### src/rtl/core/pdc_pkg.sv
// Types, constants and the duty clamp shared by the pump duty controller.
package pdc_pkg;

  typedef enum logic [1:0] {
    OP_SET   = 2'd0,
    OP_RAMP  = 2'd1,
    OP_ADAPT = 2'd2
  } op_t;

  localparam logic [1:0] CFG_MIN_DUTY       = 2'd0;
  localparam logic [1:0] CFG_MAX_DUTY       = 2'd1;
  localparam logic [1:0] CFG_RATE_TOLERANCE = 2'd2;
  localparam logic [1:0] CFG_ADJUST_STEP    = 2'd3;

  localparam logic [9:0]  FULL_SCALE           = 10'd1023;
  localparam logic [9:0]  RST_MIN_DUTY         = 10'd200;
  localparam logic [9:0]  RST_MAX_DUTY         = 10'd1023;
  localparam logic [14:0] RST_RATE_TOLERANCE   = 15'd128;
  localparam logic [9:0]  RST_ADJUST_STEP      = 10'd50;

  typedef struct packed {
    logic [9:0]  min_duty;
    logic [9:0]  max_duty;
    logic [14:0] rate_tolerance;
    logic [9:0]  adjust_step;
  } cfg_t;

  typedef struct packed {
    logic [1:0]  operation;
    logic [15:0] requested_duty;
    logic [9:0]  ramp_target;
    logic [15:0] measured_rate;
    logic [15:0] wanted_rate;
    logic        bus_powered;
  } item_t;

  typedef struct packed {
    logic [9:0] duty;
    logic       raised;
  } clamp_t;

  // What the held item does this cycle.
  typedef struct packed {
    logic       emit;    // a result is produced
    logic       done;    // item finished once this step goes through
    logic [9:0] duty;
    logic       raised;
    logic       last;
  } step_t;

  // Full-scale clamp, then lift of small nonzero values to the minimum.
  function automatic clamp_t clamp_duty(input logic [15:0] v, input cfg_t cfg);
    logic [15:0] c;
    clamp_t      r;
    c = (v > {6'd0, FULL_SCALE}) ? {6'd0, cfg.max_duty} : v;
    r.raised = 1'b0;
    if ((c != 16'd0) && (c < {6'd0, cfg.min_duty})) begin
      c = {6'd0, cfg.min_duty};
      r.raised = 1'b1;
    end
    r.duty = c[9:0];
    return r;
  endfunction

endpackage

### src/rtl/core/pdc_cfg_regs.sv
// Configuration register file of the pump duty controller.
module pdc_cfg_regs (
  input  logic               clk,
  input  logic               rst,
  input  logic               cfg_valid,
  output logic               cfg_ready,
  input  logic [1:0]         cfg_index,
  input  logic [14:0]        cfg_data,
  output pdc_pkg::cfg_t      cfg
);

  assign cfg_ready = 1'b1;

  always_ff @(posedge clk) begin
    if (rst) begin
      cfg.min_duty       <= pdc_pkg::RST_MIN_DUTY;
      cfg.max_duty       <= pdc_pkg::RST_MAX_DUTY;
      cfg.rate_tolerance <= pdc_pkg::RST_RATE_TOLERANCE;
      cfg.adjust_step    <= pdc_pkg::RST_ADJUST_STEP;
    end else if (cfg_valid && cfg_ready) begin
      unique case (cfg_index)
        pdc_pkg::CFG_MIN_DUTY:       cfg.min_duty       <= cfg_data[9:0];
        pdc_pkg::CFG_MAX_DUTY:       cfg.max_duty       <= cfg_data[9:0];
        pdc_pkg::CFG_RATE_TOLERANCE: cfg.rate_tolerance <= cfg_data;
        pdc_pkg::CFG_ADJUST_STEP:    cfg.adjust_step    <= cfg_data[9:0];
        default: ;
      endcase
    end
  end

endmodule

### src/rtl/core/pdc_datapath.sv
// Per-cycle result logic: set, ramp step and adapt, each through the clamp.
module pdc_datapath #(
  parameter int RAMP_STEPS = 50
) (
  input  pdc_pkg::item_t                              item,
  input  pdc_pkg::cfg_t                               cfg,
  input  logic [9:0]                                  duty_now,
  input  logic [$clog2(RAMP_STEPS+1)-1:0]             ramp_index,
  input  logic [$clog2(1023*RAMP_STEPS+1)-1:0]        ramp_acc,
  output logic [$clog2(1023*RAMP_STEPS+1)-1:0]        ramp_acc_next,
  output pdc_pkg::step_t                              step
);

  localparam int IDX_W = $clog2(RAMP_STEPS + 1);
  localparam int ACC_W = $clog2(1023 * RAMP_STEPS + 1);
  // Reciprocal scaling: exact floor division for every product span * index.
  localparam int RK = ACC_W + 6;
  localparam logic [RK:0] RECIP = (RK + 1)'(((2 ** RK) + RAMP_STEPS - 1) / RAMP_STEPS);
  localparam int PW = ACC_W + RK + 1;

  logic                ramp_down;
  logic [9:0]          span;
  logic [PW-1:0]       prod;
  logic [9:0]          delta;
  logic [15:0]         ramp_value;
  logic signed [16:0]  err;
  logic [16:0]         mag;
  logic [9:0]          dec;
  logic [15:0]         adapt_value;
  logic                adapt_emit;
  pdc_pkg::clamp_t     clamped;
  logic [15:0]         raw;

  // ramp: delta = floor(span * index / RAMP_STEPS), acc holds span * index
  assign ramp_down     = item.ramp_target < cfg.min_duty;
  assign span          = ramp_down ? (cfg.min_duty - item.ramp_target)
                                   : (item.ramp_target - cfg.min_duty);
  assign ramp_acc_next = ramp_acc + ACC_W'(span);
  assign prod          = PW'(ramp_acc) * PW'(RECIP);
  assign delta         = prod[RK +: 10];
  assign ramp_value    = ramp_down ? (16'(cfg.min_duty) - 16'(delta))
                                   : (16'(cfg.min_duty) + 16'(delta));

  // adapt: error = wanted - measured, exact in 17 bits
  assign err = $signed({item.wanted_rate[15], item.wanted_rate})
             - $signed({item.measured_rate[15], item.measured_rate});
  assign mag = err[16] ? 17'(-err) : 17'(err);
  assign dec = {1'b0, cfg.adjust_step[9:1]};
  assign adapt_emit = item.bus_powered && !(mag < {2'b00, cfg.rate_tolerance});
  always_comb begin
    if (!err[16] && (err != 17'sd0)) begin
      adapt_value = 16'(duty_now) + 16'(cfg.adjust_step);
    end else if (duty_now > dec) begin
      adapt_value = 16'(duty_now - dec);
    end else begin
      adapt_value = 16'd0;
    end
  end

  always_comb begin
    step.emit = 1'b0;
    step.done = 1'b1;
    step.last = 1'b1;
    raw       = item.requested_duty;
    unique case (item.operation)
      pdc_pkg::OP_SET: begin
        step.emit = 1'b1;
      end
      pdc_pkg::OP_RAMP: begin
        step.emit = 1'b1;
        step.done = (ramp_index == IDX_W'(RAMP_STEPS));
        step.last = step.done;
        raw       = ramp_value;
      end
      pdc_pkg::OP_ADAPT: begin
        step.emit = adapt_emit;
        raw       = adapt_value;
      end
      default: ;  // unused code: no result, nothing changes
    endcase
    clamped     = pdc_pkg::clamp_duty(raw, cfg);
    step.duty   = clamped.duty;
    step.raised = clamped.raised;
  end

endmodule

### src/rtl/core/pump_duty_controller.sv
// Pump duty controller top level: input register, ramp sequencer, result register.
//
// Usage: an item transferred on the input channel sits in the input register
// for as long as it has results to give. Set and adapt give at most one
// result, so a new item can be transferred every cycle while the output does
// not stall. A ramp gives RAMP_STEPS+1 results, one per cycle while the output
// does not stall, from a sequencer that keeps the step index and the running
// product span*index; in_stall is high until its final step (marked by last)
// has gone into the result register. Adapt in the dead band, adapt with the
// bus unpowered and the unused operation code give no result and free the
// input register without waiting on the output. A result is formed from the
// item in the input register and is held in the result register until the
// output transfer, while the next item may already be taken. in_stall follows
// out_stall combinationally when both registers are full. The driven duty
// (duty_now) is updated when a result is formed, so an adapt right behind
// another item sees its outcome. The configuration port is always ready;
// write it only while the block is idle.
module pump_duty_controller #(
  parameter int RAMP_STEPS = 50
) (
  input  logic               clk,
  input  logic               rst,
  // item input channel
  input  logic               in_valid,
  output logic               in_stall,
  input  logic [1:0]         operation,
  input  logic [15:0]        requested_duty,
  input  logic [9:0]         ramp_target,
  input  logic signed [15:0] measured_rate,
  input  logic signed [15:0] wanted_rate,
  input  logic               bus_powered,
  // result output channel
  output logic               out_valid,
  input  logic               out_stall,
  output logic [9:0]         duty,
  output logic               raised_to_min,
  output logic               last,
  // configuration write channel
  input  logic               cfg_valid,
  output logic               cfg_ready,
  input  logic [1:0]         cfg_index,
  input  logic [14:0]        cfg_data
);

  localparam int IDX_W = $clog2(RAMP_STEPS + 1);
  localparam int ACC_W = $clog2(1023 * RAMP_STEPS + 1);

  pdc_pkg::cfg_t    cfg;
  pdc_pkg::item_t   item;          // input register payload
  logic             item_valid;
  logic [9:0]       duty_now;      // last duty driven
  logic [IDX_W-1:0] ramp_index;
  logic [ACC_W-1:0] ramp_acc;
  logic [ACC_W-1:0] ramp_acc_next;
  pdc_pkg::step_t   step;

  logic out_free;   // result register can take a value this cycle
  logic fire;       // held item takes its step this cycle
  logic release_item;
  logic accept;

  pdc_cfg_regs u_cfg (
    .clk       (clk),
    .rst       (rst),
    .cfg_valid (cfg_valid),
    .cfg_ready (cfg_ready),
    .cfg_index (cfg_index),
    .cfg_data  (cfg_data),
    .cfg       (cfg)
  );

  pdc_datapath #(
    .RAMP_STEPS (RAMP_STEPS)
  ) u_dp (
    .item          (item),
    .cfg           (cfg),
    .duty_now      (duty_now),
    .ramp_index    (ramp_index),
    .ramp_acc      (ramp_acc),
    .ramp_acc_next (ramp_acc_next),
    .step          (step)
  );

  // A step with no result needs no room downstream.
  assign out_free     = !out_valid || !out_stall;
  assign fire         = item_valid && (!step.emit || out_free);
  assign release_item = fire && step.done;
  assign in_stall     = item_valid && !release_item;
  assign accept       = in_valid && !in_stall;

  // input register
  always_ff @(posedge clk) begin
    if (rst) begin
      item_valid <= 1'b0;
    end else if (accept) begin
      item_valid <= 1'b1;
    end else if (release_item) begin
      item_valid <= 1'b0;
    end
  end

  always_ff @(posedge clk) begin
    if (accept) begin
      item.operation      <= operation;
      item.requested_duty <= requested_duty;
      item.ramp_target    <= ramp_target;
      item.measured_rate  <= measured_rate;
      item.wanted_rate    <= wanted_rate;
      item.bus_powered    <= bus_powered;
    end
  end

  // ramp sequencer: back to zero once the final step is out
  always_ff @(posedge clk) begin
    if (rst) begin
      ramp_index <= '0;
      ramp_acc   <= '0;
    end else if (fire && (item.operation == pdc_pkg::OP_RAMP)) begin
      if (step.done) begin
        ramp_index <= '0;
        ramp_acc   <= '0;
      end else begin
        ramp_index <= ramp_index + IDX_W'(1);
        ramp_acc   <= ramp_acc_next;
      end
    end
  end

  // driven duty
  always_ff @(posedge clk) begin
    if (rst) begin
      duty_now <= '0;
    end else if (fire && step.emit) begin
      duty_now <= step.duty;
    end
  end

  // result register
  always_ff @(posedge clk) begin
    if (rst) begin
      out_valid <= 1'b0;
    end else if (fire && step.emit) begin
      out_valid <= 1'b1;
    end else if (!out_stall) begin
      out_valid <= 1'b0;
    end
  end

  always_ff @(posedge clk) begin
    if (fire && step.emit) begin
      duty          <= step.duty;
      raised_to_min <= step.raised;
      last          <= step.last;
    end
  end

endmodule

### config.mk
export PLATFORM = sky130hd
export DESIGN_NAME = pump_duty_controller
export DESIGN_NICKNAME = d
export VERILOG_FILES = /design/src/rtl/core/pdc_pkg.sv /design/src/rtl/core/pdc_cfg_regs.sv /design/src/rtl/core/pdc_datapath.sv /design/src/rtl/core/pump_duty_controller.sv
export SDC_FILE = /design/constraint.sdc
export NUM_CORES = 1
export LEC_CHECK = 0
export BUFFER_PORTS_ARGS = -buffer_cell sky130_fd_sc_hd__buf_2
export CAP_MARGIN = 20
export CORE_AREA = 10 10 167 169
export DETAILED_ROUTE_END_ITERATION = 7
export DIE_AREA = 0 0 177 179
export PLACE_DENSITY = 0.89
export SYNTH_ARGS = -nofsm -noshare
export SYNTH_HDL_FRONTEND = slang
export SYNTH_SLANG_ARGS = --single-unit
### constraint.sdc
create_clock -name clk -period 11.8 [get_ports clk]
set_input_delay 0.59 -clock clk [delete_from_list [all_inputs] [get_ports clk]]
set_output_delay 0.59 -clock clk [all_outputs]
set_load 0.005 [all_outputs]
==> key figures <==
Global routing
  – First-pass GRT wire length: 61200 um
  – Vias in the first global route: 12300
  – Total GRT Usage: 23.9%
  – Initial antenna violation count: 0
  – Total grt overflow: 0
  – Largest net degree at the start of global routing: 67

Critical path
  – Slowest cell on crit path: or4_4
  – CP endpoint: duty_now[4]$_SDFFE_PP0P_
  – Reg2reg start: ramp_acc[14]$_SDFFE_PP0P_
  – Worst path required time: 12.13 ns
  – Largest fanout on the critical path: 18
  – Critical Path End Type: flop
  – Crit path from: ramp_acc[14]$_SDFFE_PP0P_
  – WS Path Type: flop to flop
  – Worst R2R Setup Slack: 0.74 ns
  – Worst Reg-to-Reg Cells: 40
  – Most used cell, CP: fa_1
  – CP arrival: 11.39 ns
  – CP Depth: 40
  – WP buf/inv: 3
  – CP top delay family: compound AO/OA/AOI/OAI gates
  – RR Endpoint: duty_now[4]$_SDFFE_PP0P_
  – CP peak stage delay: 0.61 ns
  – Critical Path Start Type: flop

STA
  – Worst slew margin: 40.1%
  – Final Hold Fails: 0
  – TNS Setup: 0 ns
  – RSZ-0062 raised after global routing: false
  – Period utilisation layout: 93.7%
  – F_max: 0.0904 GHz
  – Skew final: 0.0157 ns
  – Final setup violation count: 0
  – Tightest Pin Transition: 0.895 ns
  – Post-route minimum period: 11.06 ns
  – Slew Limit Fails: 0

Final layout
  – Post-Route Utilization: 67.1%
  – Diodes inserted: 0
  – Layout cell share with drive strength beyond 1: 10.2%
  – Fillers: 1892
  – Syn-to-layout area delta: 9.18%
  – Layout net count: 2143

Clock tree
  – Clock transition at the registers of the reported paths: 0.08 ns
  – Clk sinks: 152
  – CTS H-tree lvls: 4
  – Worst-Skew Late Latency: 0.44 ns
  – Clock tree buffer depth: 2
  – Clk root buf: clkbuf_16
  – CTS tree: done
  – Number of buffers created by CTS: 17

Hold path
  – HP Class: input pin to flop

Routing
  – Routed wire length: 37300 um
  – Wirelength per Cell: 18.2 um
  – Met3 wire length: 2170 um
  – Post-Route M1 WL: 15000 um
  – DRT Pass-1 Iters: 6
  – WL met2: 18700 um
  – Initial detailed-routing violation count: 1035
  – DR DRC count: 0
  – Antenna-violating nets left: 0
  – Via/cell ratio: 5.85
  – Max layer used: met4
  – Vias post-DR: 12000

Synth
  – Area fraction in compound gates after synthesis: 15.1%
  – Post-synth ARST share: 0%
  – Ys Warns: 0
  – Leading area contributor after synthesis: ha_1
  – Synth cell types: 77
  – Most common cell in the netlist: inv_1
  – Share of the synthesized area in the top cell type: 20.3%
  – Synth Area per Inst: 9.35 um^2
  – Post-synthesis adder-cell area fraction: 34.2%
  – Synth area leaders: ha_1, edfxtp_1, fa_1
  – Post-synthesis register bit count: 152
  – Synth Net Count: 2061
  – Number of synthesized flops with an enable pin: 73
  – Sequential element share of the synthesized area: 24.8%
  – Synth top cells by count: inv_1, ha_1, nand2_1
  – Post-Synthesis Cells: 1626
  – Synth Flop Type: dfxtp_1
  – XOR/XNOR Fraction of Synth Area: 4.96%
  – Largest family of logic cells by synthesized area: adder cells
  – Netlist Area Pre-Place: 0.0152 mm^2
  – Multiplexer share of the synthesized area: 1.82%
  – Simple-gate share of the synthesized area: 11.1%

Floorplanning
  – Initial Utilization: 61.4%
  – Die X: 177 um
  – Core area: 0.0247 mm^2
  – Die height: 179 um
  – Die ar.: 0.0317 mm^2
  – # IOs: 98
  – Row count: 58

Placement
  – Buffers on Ports: 96
  – Placer Congestion: 0.980
  – DP HPWL: 29900 um

Run status
  – Status: complete, no violations

Job
  – Max-Cap Viols: 0

Pwr
  – Max VDD drop: 0.105 mV
  – Pwr dens: 98.4 mW/mm^2
  – Leakage: 8.24 nW
report_power, final:
part / leakage [nW] / switching (mW) / internal, mW / total (mW)
combinational: 6.61 / 0.272 / 0.200 / 0.472
clock: 0.283 / 0.256 / 0.301 / 0.558
sequential: 1.34 / 0.0190 / 0.584 / 0.603
total: 8.24 / 0.548 / 1.09 / 1.63
kinds of logic after synthesis:
logic type / count (synthesis)
DFF: 152
muxes: 25
other: 1
AOI/OAI and AO/OA: 342
adders and majority gates: 352
and+or+nand+nor: 345
buffers and inverters: 323
xor gates and xnor gates: 86
layer usage:
layer / up-vias / global-route usage (%)
met5: - / 0
met2: 456 / 41.5
met3: 114 / 4.21
li1: 5685 / -
met1: 5741 / 28.7
met4: 0 / 10.1
worst min path at each step:
stage,start,end,slack [ns],cells past startpoint
after floorplan,u_cfg.cfg[10]$_SDFFE_PP0P_,u_cfg.cfg[10]$_SDFFE_PP0P_,0.43,2
after global placement,u_cfg.cfg[16]$_SDFFE_PP0P_,u_cfg.cfg[16]$_SDFFE_PP0P_,0.45,2
after detailed placement,u_cfg.cfg[15]$_SDFFE_PP0P_,u_cfg.cfg[15]$_SDFFE_PP0P_,0.45,2
after CTS,wanted_rate[4],item[5]$_DFFE_PP_,0.31,1
after global routing,measured_rate[4],item[21]$_DFFE_PP_,0.31,1
final,wanted_rate[10],item[11]$_DFFE_PP_,0.31,1
timing repair:
| item | CTS | global route |
|---|---|---|
| setup endpoints to repair | 0 | 1 |
| hold buffers | 0 | 0 |
| setup buffers | 0 | 1 |
| gates resized for setup | 0 | 0 |
placed cells by master (no fill, tap or decap), types with 12 or more instances in the layout:
cell | Yosys | routed
o21a_1 | 18 | 18
dfxtp_1 | 79 | 79
nor3_1 | 13 | 13
mux2i_1 | 16 | 16
xnor2_1 | 52 | 52
inv_1 | 283 | 283
fa_1 | 105 | 105
xor2_1 | 34 | 34
nor2_1 | 86 | 86
o21bai_1 | 19 | 19
a211oi_1 | 12 | 12
o21ai_0 | 39 | 39
a21o_1 | 39 | 39
nand3_1 | 14 | 14
nand3b_1 | 12 | 12
a21oi_1 | 115 | 115
nand4_1 | 13 | 13
buf_2 | 2 | 96
nor2b_1 | 15 | 14
ha_1 | 247 | 247
edfxtp_1 | 73 | 73
clkbuf_16 | 0 | 17
nand2_1 | 129 | 129
state kept, by name, summed over array words and instances (netlist names):
| signal | flops |
|---|---|
| out_valid | 1 |
| item | 61 |
| raised_to_min | 1 |
| duty | 10 |
| ramp_index | 6 |
| duty_now | 10 |
| last | 1 |
| item_valid | 1 |
| ramp_acc | 16 |
| u_cfg.cfg | 45 |
per-stage QoR:
step / area [um^2] / setup WS [ns] / cells / hold WS [ns] / total power, mW
3_3_place_gp: 16000 / 1.12 / 2018 / 0.447 / 1.05
4_1_cts: 16600 / 0.729 / 2050 / 0.308 / 1.62
3_5_place_dp: 16000 / 0.774 / 2018 / 0.452 / 1.07
2_1_floorplan: 15200 / 2.03 / 1626 / 0.434 / 0.953
6_report: 16600 / 0.738 / 2051 / 0.314 / 1.63
5_1_grt: 16600 / 0.0747 / 2051 / 0.305 / 1.70
area by class of cell:
class	count	area, um^2	area share [%]
clock buffer	18	429	2.59
clock inverter	14	156	0.942
inverter	283	1060	6.40
multi-input combinational	1151	10200	61.6
sequential	152	3770	22.7
tap	330	413	2.49
timing repair buffer	103	546	3.29
worst register-to-register path: cells and delay by family, from the launching register on:
| family | cells | cell delay [ns] |
|---|---|---|
| adders and majority gates | 9 | 4.25 |
| xor gates and xnor gates | 1 | 0.14 |
| and+or+nand+nor | 5 | 1.20 |
| DFF | 1 | 0.52 |
| buffers and inverters | 3 | 0.25 |
| muxes | 1 | 0.31 |
| AOI/OAI and AO/OA | 21 | 4.27 |
Note: power is estimated with default switching activity, not from simulation.
